### src/design/aff2d_pkg.sv
// ----------------------------------------------------------------------------
// 2D affine transform package
// Shared item types, fixed field widths and constants for the sprite
// transform pipeline.
// ----------------------------------------------------------------------------
`default_nettype none

package aff2d_pkg;

	localparam int FIELD_W = 32;
	localparam int DEG_W = 25;
	localparam int DEG_PER_TURN = 360;
	// One eighth of a turn in whole degrees; the turn is 8 * 45 * 2^FRAC_BITS.
	localparam int OCTANT_DIV = 45;
	localparam longint unsigned HALF_PI_Q30 = 64'd1686629713;

	localparam logic [1:0] QUAD_0 = 2'd0;
	localparam logic [1:0] QUAD_1 = 2'd1;
	localparam logic [1:0] QUAD_2 = 2'd2;
	localparam logic [1:0] QUAD_3 = 2'd3;

	typedef struct packed {
		logic signed [FIELD_W-1:0] pos_x;
		logic signed [FIELD_W-1:0] pos_y;
		logic signed [FIELD_W-1:0] scale_x;
		logic signed [FIELD_W-1:0] scale_y;
		logic signed [FIELD_W-1:0] origin_x;
		logic signed [FIELD_W-1:0] origin_y;
		logic signed [FIELD_W-1:0] rotation_deg;
	} in_item_t;

	typedef struct packed {
		logic signed [FIELD_W-1:0] m_a;
		logic signed [FIELD_W-1:0] m_b;
		logic signed [FIELD_W-1:0] m_tx;
		logic signed [FIELD_W-1:0] m_c;
		logic signed [FIELD_W-1:0] m_d;
		logic signed [FIELD_W-1:0] m_ty;
		logic [DEG_W-1:0] wrapped_deg;
	} result_t;

	// Geometry that rides along the angle and sine stages untouched.
	typedef struct packed {
		logic signed [FIELD_W-1:0] pos_x;
		logic signed [FIELD_W-1:0] pos_y;
		logic signed [FIELD_W-1:0] scale_x;
		logic signed [FIELD_W-1:0] scale_y;
		logic signed [FIELD_W-1:0] origin_x;
		logic signed [FIELD_W-1:0] origin_y;
	} geo_t;

endpackage

`default_nettype wire

### src/design/aff2d_angle.sv
// ----------------------------------------------------------------------------
// Angle wrap and table index
// Wraps the rotation into one turn and quantizes it to a quadrant and a
// quarter-wave table offset (pipeline stages s1 to s6).
// ----------------------------------------------------------------------------
`default_nettype none

module aff2d_angle #(
	parameter int FRAC_BITS = 16,
	parameter int SINE_TABLE_ENTRIES = 256,
	localparam int W_W = FRAC_BITS + 9,
	localparam int A_W = $clog2(SINE_TABLE_ENTRIES + 1)
) (
	input  logic                clk,
	input  logic                arst_n,
	input  logic                in_valid,
	input  aff2d_pkg::in_item_t in_item,
	output logic                out_valid,
	output aff2d_pkg::geo_t     out_geo,
	output logic [W_W-1:0]      out_wrapped,
	output logic [1:0]          out_quad,
	output logic [A_W-1:0]      out_addr_r,
	output logic [A_W-1:0]      out_addr_n
);
	import aff2d_pkg::*;

	localparam int N = SINE_TABLE_ENTRIES;
	localparam int LO_W = FRAC_BITS + 3;
	localparam int H2_W = FIELD_W - LO_W;
	localparam int U_W = H2_W + 5;
	localparam longint unsigned U_OFFS = 64'(OCTANT_DIV) << (H2_W - 1);
	localparam int R1_W = U_W - 5;
	localparam longint unsigned R1 = (64'd1 << U_W) / OCTANT_DIV;
	localparam longint unsigned TURN = 64'(DEG_PER_TURN) << FRAC_BITS;
	localparam int MULT = 8 * N;
	localparam int NUM_W = W_W + $clog2(MULT + 1) + 1;
	localparam int V_W = $clog2(180 * N + 24);
	localparam int R2_W = V_W - 5;
	localparam longint unsigned R2 = (64'd1 << V_W) / OCTANT_DIV;
	localparam int I_W = $clog2(4 * N + 1);

	logic v_s1, v_s2, v_s3, v_s4, v_s5, v_s6;
	geo_t geo_s1, geo_s2, geo_s3, geo_s4, geo_s5, geo_s6;

	logic [U_W-1:0] u_s1, u_s2;
	logic [LO_W-1:0] lo_s1, lo_s2;
	logic [U_W+R1_W-1:0] prod1_s2;
	logic [W_W-1:0] wrapped_s3, wrapped_s4, wrapped_s5, wrapped_s6;
	logic [V_W-1:0] v_deg_s4, v_deg_s5;
	logic [V_W+R2_W-1:0] prod2_s5;
	logic [1:0] quad_s6;
	logic [A_W-1:0] addr_r_s6, addr_n_s6;

	logic [H2_W-1:0] h2;
	logic [U_W-1:0] u_next;
	logic [R1_W-1:0] q1;
	logic [6:0] rem1;
	logic [5:0] m45;
	logic [NUM_W-1:0] num;
	logic [I_W-1:0] q2;
	logic [6:0] rem2;
	logic [I_W-1:0] idx_raw, idx;
	logic [I_W-1:0] rq;
	logic [1:0] quad;

	// Whole multiples of eight degrees, biased by a multiple of 45 so the remainder
	// below works on an unsigned value and still gives the floor modulo.
	assign h2 = in_item.rotation_deg[FIELD_W-1:LO_W];
	assign u_next = U_W'({{(U_W - H2_W){h2[H2_W-1]}}, h2}) + U_W'(U_OFFS);

	// Reciprocal quotient may be low by one; one compare-subtract fixes it.
	assign q1 = R1_W'(prod1_s2 >> U_W);
	assign rem1 = 7'(u_s2 - U_W'(q1) * U_W'(OCTANT_DIV));
	assign m45 = (rem1 >= 7'(OCTANT_DIV)) ? 6'(rem1 - 7'(OCTANT_DIV)) : 6'(rem1);

	// Round half up of wrapped * 4N / turn, done as a shift and a divide by 45.
	assign num = NUM_W'(wrapped_s3) * NUM_W'(MULT) + NUM_W'(TURN);

	assign q2 = I_W'(prod2_s5 >> V_W);
	assign rem2 = 7'(v_deg_s5 - V_W'(q2) * V_W'(OCTANT_DIV));
	assign idx_raw = (rem2 >= 7'(OCTANT_DIV)) ? q2 + I_W'(1) : q2;
	assign idx = (idx_raw == I_W'(4 * N)) ? '0 : idx_raw;

	always_comb begin
		priority if (idx >= I_W'(3 * N)) begin
			quad = QUAD_3;
			rq = idx - I_W'(3 * N);
		end else if (idx >= I_W'(2 * N)) begin
			quad = QUAD_2;
			rq = idx - I_W'(2 * N);
		end else if (idx >= I_W'(N)) begin
			quad = QUAD_1;
			rq = idx - I_W'(N);
		end else begin
			quad = QUAD_0;
			rq = idx;
		end
	end

	always_ff @(posedge clk or negedge arst_n) begin
		if (!arst_n) begin
			v_s1 <= 1'b0;
			v_s2 <= 1'b0;
			v_s3 <= 1'b0;
			v_s4 <= 1'b0;
			v_s5 <= 1'b0;
			v_s6 <= 1'b0;
		end else begin
			v_s1 <= in_valid;
			v_s2 <= v_s1;
			v_s3 <= v_s2;
			v_s4 <= v_s3;
			v_s5 <= v_s4;
			v_s6 <= v_s5;
		end
	end

	always_ff @(posedge clk) begin
		geo_s1.pos_x <= in_item.pos_x;
		geo_s1.pos_y <= in_item.pos_y;
		geo_s1.scale_x <= in_item.scale_x;
		geo_s1.scale_y <= in_item.scale_y;
		geo_s1.origin_x <= in_item.origin_x;
		geo_s1.origin_y <= in_item.origin_y;
		u_s1 <= u_next;
		lo_s1 <= in_item.rotation_deg[LO_W-1:0];

		geo_s2 <= geo_s1;
		u_s2 <= u_s1;
		lo_s2 <= lo_s1;
		prod1_s2 <= (U_W + R1_W)'(u_s1) * (U_W + R1_W)'(R1);

		geo_s3 <= geo_s2;
		wrapped_s3 <= {m45, lo_s2};

		geo_s4 <= geo_s3;
		wrapped_s4 <= wrapped_s3;
		v_deg_s4 <= V_W'(num >> (FRAC_BITS + 4));

		geo_s5 <= geo_s4;
		wrapped_s5 <= wrapped_s4;
		v_deg_s5 <= v_deg_s4;
		prod2_s5 <= (V_W + R2_W)'(v_deg_s4) * (V_W + R2_W)'(R2);

		geo_s6 <= geo_s5;
		wrapped_s6 <= wrapped_s5;
		quad_s6 <= quad;
		addr_r_s6 <= A_W'(rq);
		addr_n_s6 <= A_W'(N) - A_W'(rq);
	end

	assign out_valid = v_s6;
	assign out_geo = geo_s6;
	assign out_wrapped = wrapped_s6;
	assign out_quad = quad_s6;
	assign out_addr_r = addr_r_s6;
	assign out_addr_n = addr_n_s6;

	a_wrap_in_turn: assert property (@(posedge clk) disable iff (!arst_n)
		v_s3 |-> (64'(wrapped_s3) < TURN))
		else $error("wrapped angle left the turn");

	a_recip_close: assert property (@(posedge clk) disable iff (!arst_n)
		v_s2 |-> (rem1 < 7'(2 * OCTANT_DIV)))
		else $error("reciprocal quotient off by more than one");

	a_offset_range: assert property (@(posedge clk) disable iff (!arst_n)
		v_s6 |-> (addr_r_s6 < A_W'(N)))
		else $error("quadrant offset out of range");

endmodule

`default_nettype wire

### config.mk
export PLATFORM = sky130hd
export DESIGN_NAME = aff2d_angle
export DESIGN_NICKNAME = d
export VERILOG_FILES = /design/src/design/aff2d_pkg.sv /design/src/design/aff2d_angle.sv
export SDC_FILE = /design/constraint.sdc
export NUM_CORES = 1
export LEC_CHECK = 0
export BUFFER_PORTS_ARGS = -buffer_cell sky130_fd_sc_hd__buf_2
export CAP_MARGIN = 20
export CORE_UTILIZATION = 59
export CTS_CLUSTER_DIAMETER = 200
export DETAILED_ROUTE_END_ITERATION = 16
export GPL_TIMING_DRIVEN = 0
export PLACE_DENSITY = 0.89
export SYNTH_ARGS = -nofsm -noshare
export SYNTH_HDL_FRONTEND = slang
export SYNTH_SLANG_ARGS = --single-unit
### constraint.sdc
create_clock -name clk -period 13.91 [get_ports clk]
set_input_delay 2.782 -clock clk [delete_from_list [all_inputs] [get_ports clk]]
set_output_delay 2.782 -clock clk [all_outputs]
set_load 0.01 [all_outputs]
==> summary.txt <==
Period utilisation layout - 38.26%
Worst-margin pin slew - 0.5705 ns
Int Power - 8.198 mW
Outcome - completed
Die Y - 241.7 um
Yosys warns - 0
DRC viols - 0
Setup bufs post-CTS - 0
Peak Freq - 187.9 MHz
Hold depth - 0
Cts hold-fix bufs - 0
Slew Viols, Final - 0
Syn avg cell area - 16.18 um^2
Pwr Density - 298.0 nW/um^2
Die area - 58440 um^2
Clock Pin Slew Worst Setup and Hold Paths - 0.07 ns
Post-synthesis compound-gate area fraction - 1.974%
Post-synthesis cell count - 2096
Yosys reg bits - 1376
Total Neg Setup Slack - 0 ns
Worst Setup End Kind - flip-flop
Hold EP - wrapped_s5[6]
Largest cells by area after synthesis - dfxtp_1, ha_1, fa_1
Logic gate share of total power - 36.7%
Placed cells - 3316
Arr. time, crit path - 5.85 ns
Vias - 16010
Post-synthesis cell area - 33910 um^2
Antenna violations before repair - 14
Clock power share - 26.7%
Post-CTS Resized - 0
Largest area contributor in the netlist - dfxtp_1
Initial core utilization - 59.90%
Peak VDD IR - 0.5544 mV
Sw power - 4.068 mW
Buffers on Ports - 464
# Max-Cap Violations - 0
CTS Buffer Depth - 3
Antenna-violating nets left - 0
Multi-input gate area - 5589 um^2
FP Rows - 87
H-tree depth - 3
Remaining global-route overflow - 0
CTS buffer count - 113
Critical setup path kind - flip-flop to flip-flop
Routed Wire Length - 64120 um
R2r endpoint - out_addr_n[5]
Drt pass-1 iters - 4
Largest family of logic cells by synthesized area - adder cells
Unique cell type count in the Yosys netlist - 59
Switching share of power - 33.17%
Core area - 56600 um^2
Largest net degree at the start of global routing - 18
Reg area - 27580 um^2
Pleak - 18.91 nW
Top-count cell post-synth - dfxtp_1
Chip width - 241.7 um
Crit Path Max Fanout - 8
Final setup viols - 0
Post-synth EDFFs - 0
Layout Area Growth over Synthesis - 21.38%
Mux cell area share after synthesis - 0.1550%
Layout cells sized above 1 - 24.39%
Vias in the first global route - 18230
Drt wl/cell - 18.15 um
Fillers - 3337
Slew margin rel. - 61.57%
XOR/XNOR Fraction of Synth Area - 2.037%
Fin crit period - 5.322 ns
Sequential power share - 36.6%
R2R depth - 19
Flop-to-flop setup slack - 8.59 ns
Simple-Gate Fraction of Synth Area - 1.771%
Post-synth top cells - dfxtp_1, inv_1, ha_1, fa_1, xnor2_1
Unrepaired setup endpoints after global routing - no
CP Launch Type - flip-flop
Worst hold path startpoint - wrapped_s4[6]
I/O pins - 465
Worst clock skew - 0.03862 ns
First-pass GRT wire length - 98930 um
Hpwl dp - 41540 um
Detail-routed via count per cell - 4.532
CTS tree - done
Adder-Cell Fraction of Synth Area - 10.55%
Fraction of registers with async set/reset - 0.4360%
Clk root buf - clkbuf_16
Fin cells - 3532
Ys flop type - dfxtp_1
FF-to-FF Start - prod2_s5[21]
Post-Syn Nets - 2559
Register area share after synthesis - 81.33%
Fin nets - 3138
Hold Vio Cnt, Final - 0
Clock sink count - 1376
Final GP Congestion - 0.8730
CP required - 14.43 ns
Drt initial violations - 457
Worst-Skew Late Latency - 0.68 ns
GR Util All Layers - 22.23%
Hold crit path type - flip-flop to flip-flop
Post-synth top area share - 80.88%
==> cell type report <==
type                    instances  share of cell area, %
clock buffers                 159                  7.825
repair buffers                464                  5.642
inverters                     185                  1.687
plain buffers                   6                 0.1186
clock inverters                49                  1.797
well taps                     756                  2.298
multi-input cells             529                  13.58
diodes                          8                0.04864
flip-flops and latches       1376                  67.00
==> through the flow <==
stage               hold slack (ns)  setup slack, ns  util [%]  power [mW]  instance area [um^2]
floorplan                    0.3096            9.221         -       8.009                 33910
global placement             0.3095            8.745     65.68       8.743                 37180
detailed placement           0.3121            8.624     65.68       9.002                 37180
global route                 0.3226            8.296     72.71       13.11                 41160
finish                       0.3091            8.588     72.71       12.27                 41160
CTS                          0.3136            8.583     72.67       12.35                 41140
==> placed cells by master, fill, tap and decap left out, types with 5 or more instances in the layout <==
cell | netlist | final
dfxtp_1 | 1370 | 1370
buf_2 | 3 | 467
inv_1 | 185 | 185
ha_1 | 153 | 153
clkbuf_16 | 0 | 113
fa_1 | 83 | 83
xnor2_1 | 51 | 51
nor2_1 | 26 | 26
xor2_1 | 26 | 26
clkbuf_1 | 0 | 24
nand2_1 | 23 | 23
a21oi_1 | 22 | 22
clkbuf_8 | 0 | 22
o21ai_0 | 17 | 17
clkinv_2 | 0 | 13
nand3_1 | 12 | 12
nor3_1 | 12 | 12
bufinv_16 | 0 | 12
a21o_1 | 11 | 11
clkinvlp_4 | 0 | 9
diode_2 | 0 | 8
nand2b_1 | 7 | 7
nand4_1 | 7 | 7
dfrtp_1 | 6 | 6
or2_2 | 5 | 5
or3_1 | 5 | 5
o21bai_1 | 5 | 5
o21a_1 | 5 | 5
==> metal layers <==
layer / track usage, % / routed length, um / up-vias
li1: - / - / 7761
met1: 19.83 / 20720 / 7725
met2: 46.76 / 38820 / 370
met3: 4.684 / 2435 / 140
met4: 8.637 / 2071 / 12
met5: 0 / 75 / -
==> worst max-delay path: stages, from the launching register on <==
cell and delay, ns:
dfxtp_1 0.49, ha_1 0.30, ha_1 0.30, fa_1 0.52
fa_1 0.53, inv_1 0.04, ha_1 0.33, and3_1 0.21
a221oi_2 0.27, xnor2_1 0.12, xnor2_1 0.29, a21o_1 0.14
buf_6 0.14, mux2i_1 0.35, ha_1 0.24, nand3_1 0.08
nor3b_1 0.28, o22ai_2 0.20, nor2_4 0.21, o221ai_1 0.15
==> power by group through the flow <==
stage | Combinational, mW | Sequential [mW] | Clock (mW)
floorplan | 3.46 | 4.55 | 0
global placement | 4.20 | 4.55 | 0
detailed placement | 4.43 | 4.57 | 0
CTS | 4.52 | 4.50 | 3.34
global route | 5.08 | 4.52 | 3.51
finish | 4.50 | 4.49 | 3.28
==> registers in the layout (all words and copies together), names as in the netlist, 9 cells and up <==
register,cells
prod1_s2,13
geo_s1,192
geo_s5,192
out_geo,192
v_deg_s4,16
geo_s4,192
geo_s3,192
wrapped_s5,25
u_s1,13
out_wrapped,25
lo_s1,19
wrapped_s3,25
lo_s2,19
out_addr_n,9
geo_s2,192
prod2_s5,11
wrapped_s4,25
==> logic make-up after synthesis <==
kind of cell | Yosys count
AO/OA/AOI/OAI | 93
XOR/XNOR | 78
adder cells (fa/ha/maj) | 236
buffers and inverters | 191
flip-flops | 1376
multiplexers | 5
AND/OR/NAND/NOR | 117
==> worst max path at each step <==
stage                    end  depth (start not counted)          from  slack, ns
3_5_place_dp   out_addr_n[5]                         19  prod2_s5[21]       8.62
4_1_cts        out_addr_n[5]                         19  prod2_s5[21]       8.58
3_3_place_gp     out_quad[0]                         19  prod2_s5[21]       8.74
5_1_grt          out_quad[1]                         19  prod2_s5[21]       8.30
6_report       out_addr_n[5]                         19  prod2_s5[21]       8.59
2_1_floorplan  out_addr_n[5]                         19  prod2_s5[21]       9.22
(Power assumes the default switching activity.)
